**src/sv/lnkjs_pkg.sv**
```systemverilog
// Link join supervisor package: payload structs, register file struct,
// mode/error/link codes and the mode encoding function. No dependencies.
package lnkjs_pkg;

   localparam int unsigned MAX_NAME_LEN = 32;
   localparam int unsigned TIMER_W      = 20;
   localparam int unsigned THRESH_W     = 8;
   localparam int unsigned COUNT_W      = 32;
   localparam int unsigned CSR_DATA_W   = 20;
   localparam int unsigned CSR_INDEX_W  = 3;

   localparam logic [TIMER_W-1:0] TIMER_MAX = {TIMER_W{1'b1}};

   // register indexes
   localparam logic [CSR_INDEX_W-1:0] CSR_JOIN_TIMEOUT  = 3'd0;
   localparam logic [CSR_INDEX_W-1:0] CSR_DHCP_REGRAB   = 3'd1;
   localparam logic [CSR_INDEX_W-1:0] CSR_REINIT_THRESH = 3'd2;
   localparam logic [CSR_INDEX_W-1:0] CSR_BACKOFF_FAIL  = 3'd3;
   localparam logic [CSR_INDEX_W-1:0] CSR_BACKOFF_AUTH  = 3'd4;
   localparam logic [CSR_INDEX_W-1:0] CSR_BACKOFF_DROP  = 3'd5;
   localparam logic [CSR_INDEX_W-1:0] CSR_BACKOFF_START = 3'd6;
   localparam logic [CSR_INDEX_W-1:0] CSR_BACKOFF_REINIT = 3'd7;

   // register reset values
   localparam logic [TIMER_W-1:0]  RST_JOIN_TIMEOUT   = 20'd30000;
   localparam logic [TIMER_W-1:0]  RST_DHCP_REGRAB    = 20'd30000;
   localparam logic [THRESH_W-1:0] RST_REINIT_THRESH  = 8'd10;
   localparam logic [TIMER_W-1:0]  RST_BACKOFF_FAIL   = 20'd15000;
   localparam logic [TIMER_W-1:0]  RST_BACKOFF_AUTH   = 20'd60000;
   localparam logic [TIMER_W-1:0]  RST_BACKOFF_DROP   = 20'd2000;
   localparam logic [TIMER_W-1:0]  RST_BACKOFF_START  = 20'd5000;
   localparam logic [TIMER_W-1:0]  RST_BACKOFF_REINIT = 20'd60000;

   // request opcodes
   localparam logic OP_TICK  = 1'b0;
   localparam logic OP_START = 1'b1;

   // sampled link status codes
   localparam logic [2:0] LINK_UP      = 3'd1;
   localparam logic [2:0] LINK_NONET   = 3'd2;
   localparam logic [2:0] LINK_BADAUTH = 3'd3;
   localparam logic [2:0] LINK_FAIL    = 3'd4;

   // mode codes as seen on the response
   localparam logic [1:0] MODE_CODE_IDLE    = 2'd0;
   localparam logic [1:0] MODE_CODE_JOINING = 2'd1;
   localparam logic [1:0] MODE_CODE_JOINED  = 2'd2;
   localparam logic [1:0] MODE_CODE_FAILED  = 2'd3;

   typedef enum logic [2:0] {
      ERR_NONE       = 3'd0,
      ERR_BAD_LENGTH = 3'd1,
      ERR_INTERNAL   = 3'd2,
      ERR_NO_NETWORK = 3'd3,
      ERR_AUTH       = 3'd4,
      ERR_TIMEOUT    = 3'd5
   } error_type;

   typedef enum logic [3:0] {
      MODE_IDLE    = 4'b0001,
      MODE_JOINING = 4'b0010,
      MODE_JOINED  = 4'b0100,
      MODE_FAILED  = 4'b1000
   } mode_state_type;

   typedef struct packed {
      logic       op;
      logic [7:0] ssid_length;
      logic [2:0] link_state;
      logic       ip_assigned;
      logic       interface_present;
      logic       connect_failed;
      logic       reinit_failed;
   } req_type;

   typedef struct packed {
      logic [1:0]         mode;
      logic [2:0]         error_code;
      logic [COUNT_W-1:0] retries;
      logic [COUNT_W-1:0] failures;
      logic               issue_connect;
      logic               issue_reinit;
      logic               issue_dhcp_restart;
   } rsp_type;

   typedef struct packed {
      logic [TIMER_W-1:0]  join_timeout;
      logic [TIMER_W-1:0]  dhcp_regrab;
      logic [THRESH_W-1:0] reinit_threshold;
      logic [TIMER_W-1:0]  backoff_fail;
      logic [TIMER_W-1:0]  backoff_auth;
      logic [TIMER_W-1:0]  backoff_drop;
      logic [TIMER_W-1:0]  backoff_start;
      logic [TIMER_W-1:0]  backoff_reinit;
   } cfg_type;

   function automatic logic [1:0] mode_code(input mode_state_type m);
      logic [1:0] code;
      case (m)
         MODE_JOINING: code = MODE_CODE_JOINING;
         MODE_JOINED:  code = MODE_CODE_JOINED;
         MODE_FAILED:  code = MODE_CODE_FAILED;
         default:      code = MODE_CODE_IDLE;
      endcase
      return code;
   endfunction

endpackage

```
**src/sv/link_join_supervisor_top.sv**
```systemverilog
// Link join supervisor top level: request register, update logic, response
// register and register file. Depends on lnkjs_pkg, lnkjs_csr, lnkjs_step.
//
//  port group   direction  handshake              payload
//  req_*        in         req_valid/req_ready    lnkjs_pkg::req_type
//  rsp_*        out        rsp_valid/rsp_ready    lnkjs_pkg::rsp_type
//  csr_*        in         csr_write_enable       csr_index, csr_write_data
//
// One request per cycle sustained while responses are taken; a taken request
// passes through the request register and then the response register.
// The state update runs as the request moves into the response register, so
// the next request sees it in the following cycle.
// Reset is synchronous and restores the mode machine, counters and registers.
// A stalled response holds; requests keep flowing while the response
// register frees in the same cycle.
module link_join_supervisor_top (
   input  logic                               clock,
   input  logic                               reset,
   input  logic                               req_valid,
   output logic                               req_ready,
   input  lnkjs_pkg::req_type                 req_payload,
   output logic                               rsp_valid,
   input  logic                               rsp_ready,
   output lnkjs_pkg::rsp_type                 rsp_payload,
   input  logic                               csr_write_enable,
   input  logic [lnkjs_pkg::CSR_INDEX_W-1:0]  csr_index,
   input  logic [lnkjs_pkg::CSR_DATA_W-1:0]   csr_write_data
);

   lnkjs_pkg::cfg_type cfg;
   lnkjs_pkg::req_type in_item_ff;
   lnkjs_pkg::rsp_type out_item_ff;
   lnkjs_pkg::rsp_type step_result;
   logic               in_valid_ff, in_valid_in;
   logic               out_valid_ff, out_valid_in;
   logic               accept_in;
   logic               advance;

   assign advance   = in_valid_ff && (!out_valid_ff || rsp_ready);
   assign req_ready = !in_valid_ff || advance;
   assign accept_in = req_valid && req_ready;

   always_comb begin
      in_valid_in = in_valid_ff;
      if (accept_in) begin
         in_valid_in = 1'b1;
      end else if (advance) begin
         in_valid_in = 1'b0;
      end
      out_valid_in = out_valid_ff;
      if (advance) begin
         out_valid_in = 1'b1;
      end else if (rsp_ready) begin
         out_valid_in = 1'b0;
      end
   end

   always_ff @(posedge clock) begin
      if (reset) begin
         in_valid_ff  <= 1'b0;
         out_valid_ff <= 1'b0;
      end else begin
         in_valid_ff  <= in_valid_in;
         out_valid_ff <= out_valid_in;
      end
   end

   always_ff @(posedge clock) begin
      if (accept_in) begin
         in_item_ff <= req_payload;
      end
      if (advance) begin
         out_item_ff <= step_result;
      end
   end

   lnkjs_csr u_csr (
      .clock            (clock),
      .reset            (reset),
      .csr_write_enable (csr_write_enable),
      .csr_index        (csr_index),
      .csr_write_data   (csr_write_data),
      .cfg              (cfg)
   );

   lnkjs_step u_step (
      .clock        (clock),
      .reset        (reset),
      .cfg          (cfg),
      .item_advance (advance),
      .item         (in_item_ff),
      .result       (step_result)
   );

   assign rsp_valid   = out_valid_ff;
   assign rsp_payload = out_item_ff;

endmodule

```
**src/sv/lnkjs_csr.sv**
```systemverilog
// Link join supervisor register file: eight write-only settings.
// Depends on lnkjs_pkg.
module lnkjs_csr (
   input  logic                                 clock,
   input  logic                                 reset,
   input  logic                                 csr_write_enable,
   input  logic [lnkjs_pkg::CSR_INDEX_W-1:0]    csr_index,
   input  logic [lnkjs_pkg::CSR_DATA_W-1:0]     csr_write_data,
   output lnkjs_pkg::cfg_type                   cfg
);

   lnkjs_pkg::cfg_type cfg_ff, cfg_in;

   always_comb begin
      cfg_in = cfg_ff;
      if (csr_write_enable) begin
         case (csr_index)
            lnkjs_pkg::CSR_JOIN_TIMEOUT:   cfg_in.join_timeout   = csr_write_data;
            lnkjs_pkg::CSR_DHCP_REGRAB:    cfg_in.dhcp_regrab    = csr_write_data;
            lnkjs_pkg::CSR_REINIT_THRESH:
               cfg_in.reinit_threshold = csr_write_data[lnkjs_pkg::THRESH_W-1:0];
            lnkjs_pkg::CSR_BACKOFF_FAIL:   cfg_in.backoff_fail   = csr_write_data;
            lnkjs_pkg::CSR_BACKOFF_AUTH:   cfg_in.backoff_auth   = csr_write_data;
            lnkjs_pkg::CSR_BACKOFF_DROP:   cfg_in.backoff_drop   = csr_write_data;
            lnkjs_pkg::CSR_BACKOFF_START:  cfg_in.backoff_start  = csr_write_data;
            lnkjs_pkg::CSR_BACKOFF_REINIT: cfg_in.backoff_reinit = csr_write_data;
            default: cfg_in = cfg_ff;
         endcase
      end
   end

   always_ff @(posedge clock) begin
      if (reset) begin
         cfg_ff.join_timeout     <= lnkjs_pkg::RST_JOIN_TIMEOUT;
         cfg_ff.dhcp_regrab      <= lnkjs_pkg::RST_DHCP_REGRAB;
         cfg_ff.reinit_threshold <= lnkjs_pkg::RST_REINIT_THRESH;
         cfg_ff.backoff_fail     <= lnkjs_pkg::RST_BACKOFF_FAIL;
         cfg_ff.backoff_auth     <= lnkjs_pkg::RST_BACKOFF_AUTH;
         cfg_ff.backoff_drop     <= lnkjs_pkg::RST_BACKOFF_DROP;
         cfg_ff.backoff_start    <= lnkjs_pkg::RST_BACKOFF_START;
         cfg_ff.backoff_reinit   <= lnkjs_pkg::RST_BACKOFF_REINIT;
      end else begin
         cfg_ff <= cfg_in;
      end
   end

   assign cfg = cfg_ff;

endmodule

```
**src/sv/lnkjs_step.sv**
```systemverilog
// Link join supervisor state and per-request update: mode machine, timers,
// retry/failure counters and action requests. Depends on lnkjs_pkg.
module lnkjs_step (
   input  logic                clock,
   input  logic                reset,
   input  lnkjs_pkg::cfg_type  cfg,
   input  logic                item_advance,
   input  lnkjs_pkg::req_type  item,
   output lnkjs_pkg::rsp_type  result
);

   lnkjs_pkg::mode_state_type              mode_ff, mode_in;
   lnkjs_pkg::error_type                   error_ff, error_in;
   logic                                   cred_ff, cred_in;
   logic                                   noip_armed_ff, noip_armed_in;
   logic [lnkjs_pkg::TIMER_W-1:0]          join_elapsed_ff, join_elapsed_in;
   logic [lnkjs_pkg::TIMER_W-1:0]          retry_remaining_ff, retry_remaining_in;
   logic [lnkjs_pkg::TIMER_W-1:0]          noip_elapsed_ff, noip_elapsed_in;
   logic [lnkjs_pkg::COUNT_W-1:0]          retry_count_ff, retry_count_in;
   logic [lnkjs_pkg::COUNT_W-1:0]          failure_count_ff, failure_count_in;

   logic do_connect, do_reinit, do_dhcp;
   logic name_bad;
   logic [lnkjs_pkg::TIMER_W-1:0] join_inc, noip_inc, retry_dec;
   logic [lnkjs_pkg::COUNT_W-1:0] thresh_ext;

   // saturating timer increments and decrement
   assign join_inc = (join_elapsed_ff == lnkjs_pkg::TIMER_MAX) ?
                     join_elapsed_ff : join_elapsed_ff + 1'b1;
   assign noip_inc = (noip_elapsed_ff == lnkjs_pkg::TIMER_MAX) ?
                     noip_elapsed_ff : noip_elapsed_ff + 1'b1;
   assign retry_dec = (retry_remaining_ff != '0) ?
                      retry_remaining_ff - 1'b1 : retry_remaining_ff;
   assign thresh_ext = {{(lnkjs_pkg::COUNT_W-lnkjs_pkg::THRESH_W){1'b0}},
                        cfg.reinit_threshold};
   assign name_bad = (item.ssid_length == 8'd0) ||
                     (item.ssid_length > 8'(lnkjs_pkg::MAX_NAME_LEN));

   always_comb begin
      mode_in            = mode_ff;
      error_in           = error_ff;
      cred_in            = cred_ff;
      noip_armed_in      = noip_armed_ff;
      join_elapsed_in    = join_elapsed_ff;
      retry_remaining_in = retry_remaining_ff;
      noip_elapsed_in    = noip_elapsed_ff;
      retry_count_in     = retry_count_ff;
      failure_count_in   = failure_count_ff;
      do_connect         = 1'b0;
      do_reinit          = 1'b0;
      do_dhcp            = 1'b0;

      if (item.op == lnkjs_pkg::OP_START) begin
         if (name_bad) begin
            mode_in  = lnkjs_pkg::MODE_FAILED;
            error_in = lnkjs_pkg::ERR_BAD_LENGTH;
         end else begin
            cred_in          = 1'b1;
            mode_in          = lnkjs_pkg::MODE_JOINING;
            error_in         = lnkjs_pkg::ERR_NONE;
            join_elapsed_in  = '0;
            retry_count_in   = '0;
            failure_count_in = '0;
            noip_armed_in    = 1'b0;
            do_connect       = 1'b1;
            if (item.connect_failed) begin
               mode_in            = lnkjs_pkg::MODE_FAILED;
               error_in           = lnkjs_pkg::ERR_INTERNAL;
               retry_remaining_in = cfg.backoff_start;
               failure_count_in   = 32'd1;
            end
         end
      end else begin
         case (mode_ff)
            lnkjs_pkg::MODE_JOINED: begin
               if (item.link_state != lnkjs_pkg::LINK_UP) begin
                  // link dropped: no failure count for this cause
                  mode_in            = lnkjs_pkg::MODE_FAILED;
                  error_in           = lnkjs_pkg::ERR_INTERNAL;
                  retry_remaining_in = cfg.backoff_drop;
                  noip_armed_in      = 1'b0;
               end else if (!(item.interface_present && item.ip_assigned)) begin
                  if (!noip_armed_ff) begin
                     noip_armed_in   = 1'b1;
                     noip_elapsed_in = '0;
                  end else begin
                     noip_elapsed_in = noip_inc;
                     if (noip_inc > cfg.dhcp_regrab) begin
                        do_dhcp       = item.interface_present;
                        noip_armed_in = 1'b0;
                     end
                  end
               end else begin
                  noip_armed_in = 1'b0;
               end
            end
            lnkjs_pkg::MODE_JOINING: begin
               if (item.link_state == lnkjs_pkg::LINK_UP) begin
                  mode_in          = lnkjs_pkg::MODE_JOINED;
                  failure_count_in = '0;
               end else if (item.link_state == lnkjs_pkg::LINK_NONET) begin
                  mode_in            = lnkjs_pkg::MODE_FAILED;
                  error_in           = lnkjs_pkg::ERR_NO_NETWORK;
                  retry_remaining_in = cfg.backoff_fail;
                  failure_count_in   = failure_count_ff + 1'b1;
               end else if (item.link_state == lnkjs_pkg::LINK_BADAUTH) begin
                  mode_in            = lnkjs_pkg::MODE_FAILED;
                  error_in           = lnkjs_pkg::ERR_AUTH;
                  retry_remaining_in = cfg.backoff_auth;
                  failure_count_in   = failure_count_ff + 1'b1;
               end else if (item.link_state == lnkjs_pkg::LINK_FAIL) begin
                  mode_in            = lnkjs_pkg::MODE_FAILED;
                  error_in           = lnkjs_pkg::ERR_INTERNAL;
                  retry_remaining_in = cfg.backoff_fail;
                  failure_count_in   = failure_count_ff + 1'b1;
               end else begin
                  join_elapsed_in = join_inc;
                  if (join_inc > cfg.join_timeout) begin
                     mode_in            = lnkjs_pkg::MODE_FAILED;
                     error_in           = lnkjs_pkg::ERR_TIMEOUT;
                     retry_remaining_in = cfg.backoff_fail;
                     failure_count_in   = failure_count_ff + 1'b1;
                  end
               end
            end
            lnkjs_pkg::MODE_FAILED: begin
               retry_remaining_in = retry_dec;
               if (cred_ff && (retry_dec == '0)) begin
                  if (failure_count_ff >= thresh_ext) begin
                     do_reinit = 1'b1;
                     if (!item.reinit_failed) begin
                        failure_count_in = '0;
                     end
                  end
                  if (!(do_reinit && item.reinit_failed)) begin
                     retry_count_in  = retry_count_ff + 1'b1;
                     join_elapsed_in = '0;
                     mode_in         = lnkjs_pkg::MODE_JOINING;
                     do_connect      = 1'b1;
                     if (item.connect_failed) begin
                        mode_in            = lnkjs_pkg::MODE_FAILED;
                        error_in           = lnkjs_pkg::ERR_INTERNAL;
                        retry_remaining_in = cfg.backoff_fail;
                        failure_count_in   = failure_count_in + 1'b1;
                     end
                  end else begin
                     // reinit failed: wait out the reinit backoff
                     retry_remaining_in = cfg.backoff_reinit;
                  end
               end
            end
            default: begin
               // idle: ticks change nothing
               mode_in = mode_ff;
            end
         endcase
      end
   end

   always_ff @(posedge clock) begin
      if (reset) begin
         mode_ff            <= lnkjs_pkg::MODE_IDLE;
         error_ff           <= lnkjs_pkg::ERR_NONE;
         cred_ff            <= 1'b0;
         noip_armed_ff      <= 1'b0;
         join_elapsed_ff    <= '0;
         retry_remaining_ff <= '0;
         noip_elapsed_ff    <= '0;
         retry_count_ff     <= '0;
         failure_count_ff   <= '0;
      end else if (item_advance) begin
         mode_ff            <= mode_in;
         error_ff           <= error_in;
         cred_ff            <= cred_in;
         noip_armed_ff      <= noip_armed_in;
         join_elapsed_ff    <= join_elapsed_in;
         retry_remaining_ff <= retry_remaining_in;
         noip_elapsed_ff    <= noip_elapsed_in;
         retry_count_ff     <= retry_count_in;
         failure_count_ff   <= failure_count_in;
      end
   end

   always_comb begin
      result.mode               = lnkjs_pkg::mode_code(mode_in);
      result.error_code         = error_in;
      result.retries            = retry_count_in;
      result.failures           = failure_count_in;
      result.issue_connect      = do_connect;
      result.issue_reinit       = do_reinit;
      result.issue_dhcp_restart = do_dhcp;
   end

endmodule

```
**config.mk**
```make
export PLATFORM = sky130hd
export DESIGN_NAME = link_join_supervisor_top
export DESIGN_NICKNAME = d
export VERILOG_FILES = /design/src/sv/lnkjs_pkg.sv /design/src/sv/link_join_supervisor_top.sv /design/src/sv/lnkjs_csr.sv /design/src/sv/lnkjs_step.sv
export SDC_FILE = /design/constraint.sdc
export NUM_CORES = 1
export LEC_CHECK = 0
export ABC_AREA = 1
export BUFFER_PORTS_ARGS = -buffer_cell sky130_fd_sc_hd__buf_2
export CORE_MARGIN = 10
export CORE_UTILIZATION = 55
export DETAILED_ROUTE_END_ITERATION = 8
export HOLD_SLACK_MARGIN = 0.06
export PLACE_DENSITY = 0.81
export SETUP_SLACK_MARGIN = 0.1
export SYNTH_ARGS = -nofsm -noshare
export SYNTH_HDL_FRONTEND = slang
export SYNTH_SLANG_ARGS = --single-unit
```
**constraint.sdc**
```tcl
create_clock -name clock -period 4.51 [get_ports clock]
set_input_delay 0.451 -clock clock [delete_from_list [all_inputs] [get_ports clock]]
set_output_delay 0.451 -clock clock [all_outputs]
set_load 0.01 [all_outputs]
```
After elaboration in Yosys (flattened, before gate mapping)
Cells that the tools add are included.
{"block": "totals", "out_inout_bits": 74, "wordCells": 210, "regBits": 371}
{"block": "classes", "n_reduce_logical": 34, "muxes": 94, "order_cmp": 4, "add_sub_neg": 6, "n_eq_ne": 30, "bitwise_logic": 9}
{"cell": "$mux 32", "count": 20}
{"cell": "$mux 20", "count": 24}
{"cell": "$add 32x1->32 const B", "count": 3}
{"cell": "$pmux 32 s2", "count": 1}
{"cell": "$pmux 20 s3", "count": 1}
{"cell": "$mux 4", "count": 11}
{"cell": "$add 20x1->20 const B", "count": 2}
{"cell": "$eq 20x20->1 const B", "count": 2}
{"cell": "$gt 20x20->1", "count": 2}
{"cell": "$pmux 20 s2", "count": 1}
{"cell": "$mux 3", "count": 11}
{"cell": "$ge 32x8->1", "count": 1}
{"cell": "$mux 1", "count": 21}
{"cell": "$logic_not 20->1", "count": 1}
{"cell": "$reduce_bool 20->1", "count": 1}
{"cell": "$sub 20x1->20 const B", "count": 1}
{"cell": "$reduce_and 2->1", "count": 8}
{"cell": "$eq 3x3->1 const B", "count": 5}
{"cell": "$ne 3x3->1 const B", "count": 5}
{"cell": "$eq 3x2->1 const B", "count": 4}
{"cell": "$pmux 4 s3", "count": 1}
{"cell": "$not 1->1", "count": 9}
{"cell": "$pmux 3 s3", "count": 1}
{"cell": "$reduce_and 9->1", "count": 1}
{"cell": "other kinds (24)", "count": 40}

Depth between registers and ports, before layout
Gate-level depths: netlist of the first run.
{"block": "depth", "depth_word": 14, "ltp_mapped": 33, "depth_no_buf": 32}

Cells and area by module
A second synthesis of the first run with hierarchy kept.
{"block": "unflattened", "hier_cells": 3183, "hier_area_um2": 21200.3}
{"module": "lnkjs_step", "seq_area_each_um2": 2662.6, "cells_per_inst": 2290, "area_per_inst_um2": 12849.8, "n_inst": 1}
{"module": "lnkjs_csr", "seq_area_each_um2": 2962.8, "cells_per_inst": 793, "area_per_inst_um2": 5616.6, "n_inst": 1}
{"module": "link_join_supervisor_top", "seq_area_each_um2": 2682.6, "cells_per_inst": 100, "area_per_inst_um2": 2733.9, "n_inst": 1}

Least setup slack after synthesis of the first run
Ideal clock, no wire load.
{"block": "synth_path", "path_kind": "reg2reg", "startpoint": "register u_step.join_elapsed_ff[2] (netlist name)", "endpoint": "register out_item_ff (netlist bit rsp_payload[71]) (data pin)", "setup_slack_ps": 861, "setup_ps": 253, "arrival_ps": 3396, "n_path_buf": 2, "stages_incl_launch_ff": 23, "required_time_ps": 4257, "path_cell_list": "dfxtp_1 -> nand3_1 -> nor3_1 -> nand2_1 -> nor3_1 -> nand3_1 -> o21a_1 -> ha_1 -> nand2_1 -> nor2_1 -> nand2_1 -> nor2_1 -> nand2_1 -> nand3_1 -> nand2_1 -> nand2_1 -> buf_2 -> buf_1 -> o21ai_0 -> a22oi_1 -> a21oi_1 -> nor2_1 -> nor2_1"}
{"element": "start, declared", "line_no": "lnkjs_step.sv:16", "rtl": "logic [lnkjs_pkg::TIMER_W-1:0] join_elapsed_ff, join_elapsed_in;"}
{"element": "start signal, assigned", "line_no": "lnkjs_step.sv:176", "rtl": "join_elapsed_ff <= join_elapsed_in;"}
{"element": "end signal, assigned", "line_no": "link_join_supervisor_top.sv:73", "rtl": "out_item_ff <= step_result;"}
{"element": "end, declared", "line_no": "link_join_supervisor_top.sv:32", "rtl": "lnkjs_pkg::rsp_type out_item_ff;"}

Worst setup path after layout of the first run
{"block": "layout_path", "startpoint": "register u_step.join_elapsed_ff[2] (netlist name)", "endpoint": "register u_step.failure_count_ff[18] (netlist name)"}
{"block": "layout_via", "elab_chain_len": 10}
{"element": "$add 20x1->20 / $eq 20x20->1 (equally long branches)", "line_no": "lnkjs_step.sv:29, lnkjs_step.sv:28"}
{"element": "$mux 20 *", "line_no": "lnkjs_step.sv:28", "rtl": "assign join_inc = (join_elapsed_ff == lnkjs_pkg::TIMER_MAX) ?"}
{"element": "$gt 20x20->1 *", "line_no": "lnkjs_step.sv:118", "rtl": "if (join_inc > cfg.join_timeout) begin"}
{"element": "$mux 32 *", "line_no": "lnkjs_step.sv:118"}
{"element": "$mux 32 *", "line_no": "lnkjs_step.sv:111", "rtl": "end else if (item.link_state == lnkjs_pkg::LINK_FAIL) begin"}
{"element": "$mux 32 *", "line_no": "lnkjs_step.sv:106", "rtl": "end else if (item.link_state == lnkjs_pkg::LINK_BADAUTH) begin"}
{"element": "$mux 32 *", "line_no": "lnkjs_step.sv:101", "rtl": "end else if (item.link_state == lnkjs_pkg::LINK_NONET) begin"}
{"element": "$mux 32 *", "line_no": "lnkjs_step.sv:98", "rtl": "if (item.link_state == lnkjs_pkg::LINK_UP) begin"}
{"element": "$pmux 32 s2 *", "line_no": "lnkjs_step.sv:74", "rtl": "case (mode_ff)"}
{"element": "$mux 32 *", "line_no": "lnkjs_step.sv:53", "rtl": "if (item.op == lnkjs_pkg::OP_START) begin"}
{"element": "end signal, assigned", "line_no": "lnkjs_step.sv:180", "rtl": "failure_count_ff <= failure_count_in;"}
{"element": "end, declared", "line_no": "lnkjs_step.sv:20", "rtl": "logic [lnkjs_pkg::COUNT_W-1:0] failure_count_ff, failure_count_in;"}
Every way passes the cells marked *; elsewhere a longest branch is shown, timed or not.
A chain may end at the register's enable or synchronous reset.

==> metrics, run 1 <==
global route hottest layer=met2; highest ir drop seen on vdd=around 0.26 mV; DRT Wirelength=~64 mm; final hold viol count=0; met2 Usage GRT=0.432; Pleak=between 10 and 15 nW; Synth area leader=dfxtp_1; IO buf count=between 100 and 150; CP Launch Type=register; Root Driver=clkbuf_16; Global Route met3 Usage=0.0497; largest cells by area after synthesis=dfxtp_1, nand2_1, edfxtp_1; Psw=between 2 and 2.5 mW; # rows=between 70 and 80; Adder-Cell Fraction of Synth Area=0.0325; period utilisation layout=0.907; Vias=~22,000; I/O pin count=between 100 and 150; complex-gate fraction of the synthesized area=0.167; die extent in x=approximately 220 um; crit-path max FO=38; NumNets Final=between 3,000 and 4,000; RSZ-0062 raised after global routing=false; post-synthesis sequential area ratio=0.392; gpl congestion=0.957; status=finished clean; Sink Count=~370; Max Root-Sink Buffers=3; Synth Area in XOR/XNOR=0.0153; share of layout cells above drive strength 1=0.101; Initial Util=0.560; sequential power share=0.432; vias in the first global route=20,100; critical path required time=4990 ps; Synth cell types=between 40 and 50; clock network fraction of total power=0.425; Worst-path clk slew=60 ps; Synth warnings=0; total CTS buffers=43; wire per inst=between 15 and 20 um; DRC=0; number of synthesized flops with an enable pin=88; router iterations before antenna repair=5; ant diodes=0; TNS Setup=0 ps; CP Class=register to register; pin count of the biggest net entering global routing=roughly 120; Yosys reg bits=371; PwrDens=between 300 and 400 nW/um2; Iter 0 DRT Violations=about 2,500; asr flop ratio synth=0; share of the synthesized area in the top cell type=0.267; Die Y-Extent=~220 um; combinational power share=0.143; Synth Flop Type=dfxtp_1; core box area=around 38,000 um2; Vias per Instance=approximately 6; post-synthesis cell area=21,200 um2; dpl cells=between 3,000 and 4,000; Net Count, Synth=3,176; Simple-Gate Fraction of Synth Area=0.293; MaxCap Viol Count=0; Crit. End Element=register; Hold Path Class=input pin to register; CTS tree=yes; Layout area overhead=12.1%; Slew HR=0.304; grt met1 use=0.340; gr usage total=0.265; Max H-tree Level=2; Slew @ Worst Pin=between 1000 and 1500 ps; crit path DAT=4560 ps; first-pass GRT wire length=between 100 and 150 mm; post-route ant nets=0; main combinational cell family by area after synthesis=simple AND/OR/NAND/NOR gates; remaining global-route overflow=0; Die ar.=between 40,000 and 50,000 um2; clk_lat worst skew=between 500 and 600 ps; antenna violations before repair=1; Final Max Slew Viols=0; Final min period=between 4000 and 5000 ps; Avg Inst Size Synth=around 6.9 um2; share of synthesized area spent on multiplexers=0.000472; Setup Skew=about 20 ps; non-filler cells, final=about 3,700; Post-DP HPWL=roughly 44 mm; Power Internal=around 6 mW; Setup violations, final=0; Synth Instances=approximately 3,000; final hold slack=85.6 ps; Net Sw Frac=0.284; fmax=approximately 240 MHz
state kept, by name, summed over array words and instances, names as in the netlist:
register                   cells
u_step.error_ff                3
u_csr.cfg                    148
u_step.noip_armed_ff           1
u_step.failure_count_ff       32
u_step.retry_remaining_ff     20
u_step.join_elapsed_ff        20
u_step.cred_ff                 1
u_step.mode_ff                 4
rsp_payload                   72
in_item_ff                    16
u_step.retry_count_ff         32
in_valid_ff                    1
u_step.noip_elapsed_ff        20
rsp_valid                      1
final timing paths:
| check | cells past startpoint | end | slack (ps) | from |
|---|---|---|---|---|
| setup / recovery | 24 | u_step.failure_count_ff[18]$_SDFFE_PP0P_ | 420 | u_step.join_elapsed_ff[2]$_SDFFE_PP0P_ |
| hold / removal | 1 | in_item_ff[15]$_DFFE_PP_ | 90 | req_payload[15] |
| setup reg to reg | 24 | u_step.failure_count_ff[18]$_SDFFE_PP0P_ | 420 | u_step.join_elapsed_ff[2]$_SDFFE_PP0P_ |
| hold reg to reg | 2 | u_csr.cfg[32]$_SDFFE_PP1P_ | 460 | u_csr.cfg[32]$_SDFFE_PP1P_ |
cell usage in the layout (no fill, tap or decap), types with 6 or more instances in the layout:
| cell | synthesis | layout |
|---|---|---|
| nor2_1 | 282 | 278 |
| nor3_1 | 41 | 38 |
| inv_2 | 6 | 7 |
| nor4_1 | 12 | 12 |
| buf_2 | 15 | 116 |
| clkbuf_16 | 0 | 43 |
| nand3_1 | 231 | 231 |
| inv_1 | 378 | 377 |
| nand2_1 | 711 | 707 |
| xor2_1 | 32 | 32 |
| o21ai_1 | 24 | 24 |
| buf_4 | 2 | 40 |
| edfxtp_1 | 88 | 88 |
| ha_1 | 55 | 55 |
| dlygate4sd3_1 | 0 | 15 |
| dfxtp_1 | 283 | 283 |
| nand2_2 | 27 | 29 |
| a21oi_1 | 298 | 298 |
| o211ai_1 | 41 | 41 |
| nor2_2 | 10 | 14 |
| nand4_1 | 49 | 49 |
| nand3_2 | 21 | 21 |
| o21ai_0 | 240 | 240 |
| clkbuf_8 | 0 | 7 |
| a211oi_1 | 30 | 30 |
| nor3_2 | 4 | 6 |
| clkbuf_1 | 122 | 14 |
Yosys cell counts (3+ instances only):
library cell  number
nor2_1           282
a221oi_1           4
inv_2              6
buf_1             11
buf_6              5
a21oi_1          298
nand3_2           21
nand2_4            3
nor2_4             4
nor4_1            12
clkbuf_1         122
nand3_1          231
nor3_2             4
buf_2             15
xor2_1            32
a31oi_1            4
clkinv_1           5
o21a_1             5
o21ai_0          240
or2_2              4
a211oi_1          30
o22ai_1            4
xnor2_1            5
nand2_1          711
nand2_2           27
o21bai_1           3
nor3_1            41
dfxtp_1          283
nand4_1           49
ha_1              55
nand3b_1           3
nor2_2            10
o21ai_1           24
nor2_8             3
edfxtp_1          88
o211ai_1          41
inv_1            378
layer usage:
layer | wire length, um | part of all wire
met1 | 26200 | 0.41
met2 | 29400 | 0.46
met3 | 6410 | 0.10
met4 | 2280 | 0.035
met5 | 19 | 0.00030
power by group through the flow:
stage | clock network [mW] | logic, mW | registers (mW)
after floorplan | 0 | 0.819 | 3.73
after global placement | 0 | 1.14 | 3.75
after detailed placement | 0 | 1.17 | 3.75
after CTS | 3.66 | 1.19 | 3.68
after global routing | 3.80 | 1.35 | 3.70
final | 3.63 | 1.22 | 3.69
area by class of cell:
cell class | count | area [um2]
Clock buffer | 64 | 1220
Clock inverter | 15 | 235
Fill cell | 3451 | 14100
Inverter | 389 | 1470
Multi-Input combinational cell | 2161 | 10800
Sequential cell | 371 | 8310
Tap cell | 511 | 639
Timing Repair Buffer | 173 | 1070
worst max-delay path, cell delays in order (launching register included):
cell	delay, ps
dfxtp_1	400
nand3_1	170
nor3_1	330
nand2_1	130
nor3_1	290
nand3_1	170
o21a_1	230
ha_1	290
nand2_1	70
nor2_1	140
nand2_1	120
nor2_1	170
nand2_1	70
nand3_1	100
nand2_2	140
nand2_4	180
buf_12	210
nand2_1	90
xor2_1	180
a21oi_1	130
nand2_1	70
nand2_1	80
nand3_1	80
nand2_1	100
inv_1	50
timing repair:
action / 4_1_cts / 5_1_grt
setup endpoints to repair: 0 / 89
gates resized for setup: 0 / 9
endpoints found under the hold margin: 15 / 0
buffers inserted: 0 / 3
hold buffers: 15 / 0
per-stage QoR:
| step | power, mW | utilization | area [um2] | setup WS, ps |
|---|---|---|---|---|
| after floorplan | 4.55 | - | 21200 | 861 |
| after global placement | 4.89 | 0.584 | 22100 | 363 |
| after detailed placement | 4.93 | 0.584 | 22100 | 187 |
| after CTS | 8.54 | 0.626 | 23700 | 146 |
| after global routing | 8.85 | 0.628 | 23800 | 78.9 |
| final | 8.54 | 0.628 | 23800 | 421 |
logic make-up (layout without fill, tap and decap cells):
| kind of cell | count (synthesis) | after routing |
|---|---|---|
| xor gates and xnor gates | 37 | 37 |
| AOI/OAI and AO/OA | 658 | 658 |
| adders and majority gates | 55 | 55 |
| muxes | 1 | 1 |
| buffers and inverters | 545 | 641 |
| DFF | 371 | 371 |
| and+or+nand+nor | 1410 | 1410 |
(Power assumes the default switching activity.)
==> run 2, diff against run 1 <==
--- a/config.mk
+++ b/config.mk
@@ -9,2 +9,3 @@
 export BUFFER_PORTS_ARGS = -buffer_cell sky130_fd_sc_hd__buf_2
+export CORE_ASPECT_RATIO = 0.75
 export CORE_MARGIN = 10
--- a/constraint.sdc
+++ b/constraint.sdc
@@ -3,2 +3,2 @@
 set_output_delay 0.451 -clock clock [all_outputs]
-set_load 0.01 [all_outputs]
+set_load 0.005 [all_outputs]
==> run 2 against run 1 <==
Cell area down 1.0%. Die area up 0.18%. Global-route usage rose by 0.37 points. Clock-buffer cell count fell by 10. Largest cell class unchanged.
==> metrics, run 2 (same netlist as run 1, synthesis figures left out) <==
Vias=21,200 (was 21,500); gr usage total=0.269 (was 0.265); WHS Path Cells=1 (unchanged); CP max stage delay=410 ps (was 400 ps); vias in the first global route=19,900 (was 20,100); DRT Wirelength=65.4 mm (was 64.3 mm); HP Start=req_payload[1] (was req_payload[15]); Worst Path Buf+Inv=2 (unchanged); status=finished clean (unchanged); Vias per Instance=5.81 (was 5.84); antenna violations before repair=1 (unchanged); Post-DP HPWL=44.2 mm (was 44.3 mm); Final Instance Area=23,500 um2 (was 23,800 um2); share of layout cells above drive strength 1=0.103 (was 0.101); CP Class=register to register (unchanged); Root Driver=clkbuf_16 (unchanged); Post-CTS Hold Buffers=0 (was 15); # rows=62 (was 71); wire per inst=17.9 um (was 17.4 um); Hold Path Class=input pin to register (unchanged); final hold viol count=0 (unchanged); CTS tree=yes (unchanged); FF-to-FF setup slack=350 ps (was 420 ps); Final min period=4160 ps (was 4090 ps); highest ir drop seen on vdd=0.309 mV (was 0.256 mV); Slowest-stage cell, CP=dfxtp_1 (unchanged); Reg2Reg Depth=20 (was 24); cell repeated most along the worst path=a21oi_1 (was nand2_1); combinational power share=0.147 (was 0.143); worst slack, placed=146 ps (was 187 ps); crit path DAT=4570 ps (was 4560 ps); CP Launch Type=register (unchanged); RSZ-0062 raised after global routing=false (unchanged); commonest non-fill, non-tap cell in the layout=nand2_1 (unchanged); post-route ant nets=0 (unchanged); Die Y-Extent=190 um (was 216 um); Crit. path cell count=20 (was 24); Final Max Slew Viols=0 (unchanged); period utilisation layout=0.922 (was 0.907); TNS Setup=0 ps (unchanged); Iter 0 DRT Violations=2,747 (was 2,459); critical path required time=4920 ps (was 4990 ps); MaxCap Viol Count=0 (unchanged); clk_lat worst skew=550 ps (was 590 ps); Die ar.=46,900 um2 (was 46,800 um2); Max Root-Sink Buffers=3 (unchanged); gpl congestion=0.951 (was 0.957); FF-to-FF End=u_step.retry_remaining_ff[14]$_SDFFE_PP0P_ (was u_step.failure_count_ff[18]$_SDFFE_PP0P_); DRC=0 (unchanged); Pleak=10.6 nW (was 10.7 nW); Setup violations, final=0 (unchanged); remaining global-route overflow=0 (unchanged); crit-path max FO=36 (was 38); most frequent cells in the layout=nand2_1, inv_1, a21oi_1 (unchanged); Setup Skew=21.4 ps (was 20.0 ps); Crit path max-delay family=simple AND/OR/NAND/NOR gates (unchanged); R2R Path Start=u_step.join_elapsed_ff[0]$_SDFFE_PP0P_ (was u_step.join_elapsed_ff[2]$_SDFFE_PP0P_); flip-flop count of the largest register after layout=148 (unchanged); Placed Area=22,100 um2 (about the same); critical path, cell by cell=ha_1, nand3_1, nor2_2, nand4_1, nor2_2, nand2_2, nand2_1, xor2_1, ha_1, a21oi_1, o21ai_0, a21oi_1, nand3_1, nand2_2, nand2_4, o21ai_1, clkinv_1, buf_4, o21ai_0, a21oi_1 (was nand3_1, nor3_1, nand2_1, nor3_1, nand3_1, o21a_1, ha_1, nand2_1, nor2_1, nand2_1, nor2_1, nand2_1, nand3_1, nand2_2, nand2_4, buf_12, nand2_1, xor2_1, a21oi_1, nand2_1, nand2_1, nand3_1, nand2_1, inv_1); first-pass GRT wire length=104 mm (about the same); Initial Util=0.555 (was 0.560); pin count of the biggest net entering global routing=97 (was 122); sequential power share=0.442 (was 0.432); IO buf count=117 (unchanged); PwrDens=355 nW/um2 (was 359 nW/um2); Max H-tree Level=2 (unchanged); fmax=240 MHz (was 245 MHz); total CTS buffers=40 (was 43); NumNets Final=3,217 (was 3,238); I/O pin count=118 (unchanged); Sink Count=371 (unchanged); Layout area overhead=11.0% (was 12.1%); clock network fraction of total power=0.411 (was 0.425); Net Sw Frac=0.287 (was 0.284); ant diodes=0 (unchanged); Worst-path clk slew=60 ps (about the same); Crit. End Element=register (unchanged); Slew HR=0.268 (was 0.304); die extent in x=247 um (was 216 um); Final Worst Setup Slack=350 ps (was 421 ps); router iterations before antenna repair=6 (was 5); Power Internal=5.95 mW (was 6.11 mW); Hold Crit Endpoint=in_item_ff[1]$_DFFE_PP_ (was in_item_ff[15]$_DFFE_PP_); core box area=38,200 um2 (was 37,800 um2); Slew @ Worst Pin=1100 ps (was 1040 ps); Psw=2.39 mW (was 2.43 mW)
run 2: power by group through the flow:
| stage | clock network [mW] | registers, mW | logic (mW) |
|---|---|---|---|
| finish | 3.43 | 3.68 | 1.23 |
| global route | 3.61 | 3.70 | 1.35 |
| CTS | 3.47 | 3.68 | 1.19 |
| detailed placement | 0 | 3.75 | 1.18 |
| global placement | 0 | 3.74 | 1.15 |
| floorplan | 0 | 3.72 | 0.819 |
run 2: per-stage QoR:
| stage | hold WS, ps | util | power, mW | std cells |
|---|---|---|---|---|
| global route | 64.8 | 0.616 | 8.66 | 3659 |
| CTS | 61.6 | 0.614 | 8.33 | 3657 |
| global placement | 435 | 0.578 | 4.89 | 3586 |
| floorplan | 424 | - | 4.53 | 3077 |
| detailed placement | 442 | 0.578 | 4.92 | 3586 |
| finish | 74.7 | 0.616 | 8.34 | 3659 |
run 2: how the worst max path moves through the flow:
stage                                                       from                                         end
after global placement    u_step.join_elapsed_ff[2]$_SDFFE_PP0P_                   rsp_payload[17]$_DFFE_PP_
after CTS                 u_step.join_elapsed_ff[2]$_SDFFE_PP0P_  u_step.retry_remaining_ff[14]$_SDFFE_PP0P_
after global routing      u_step.join_elapsed_ff[0]$_SDFFE_PP0P_    u_step.failure_count_ff[12]$_SDFFE_PP0P_
final                     u_step.join_elapsed_ff[0]$_SDFFE_PP0P_  u_step.retry_remaining_ff[14]$_SDFFE_PP0P_
after floorplan           u_step.join_elapsed_ff[2]$_SDFFE_PP0P_                   rsp_payload[71]$_DFFE_PP_
after detailed placement  u_step.join_elapsed_ff[2]$_SDFFE_PP0P_  u_step.retry_remaining_ff[14]$_SDFFE_PP0P_
run 2: layout make-up:
class | instances | area [um2]
timing repair buffer | 155 | 903
multi-input combinational | 2161 | 10900
inverter | 389 | 1470
clock buffer | 54 | 1160
clock inverter | 17 | 195
sequential | 371 | 8310
tap | 512 | 641
fill | 3457 | 14600
run 2: repair_timing:
| action | in CTS | in global routing |
|---|---|---|
| hold endpoints to repair | 0 | 0 |
| endpoints found under the setup margin | 0 | 90 |
| setup buffers | 0 | 1 |
| resized for setup | 0 | 15 |
run 2: worst register-to-register path, delay by kind of cell (launching register included):
kind            cells  cell delay [ps]
simple gates        9             1340
compound gates      6             1090
fa+ha+maj           2              550
flops               1              410
buf+inv             2              360
xor+xnor            1              300
run 2: metal layers:
layer,global-route usage,part of all wire,vias to the layer above
met4,0.0749,0.023,2
met3,0.0639,0.12,140
met2,0.412,0.43,1168
li1,-,-,10200
met5,0,0.00020,-
met1,0.372,0.43,9718
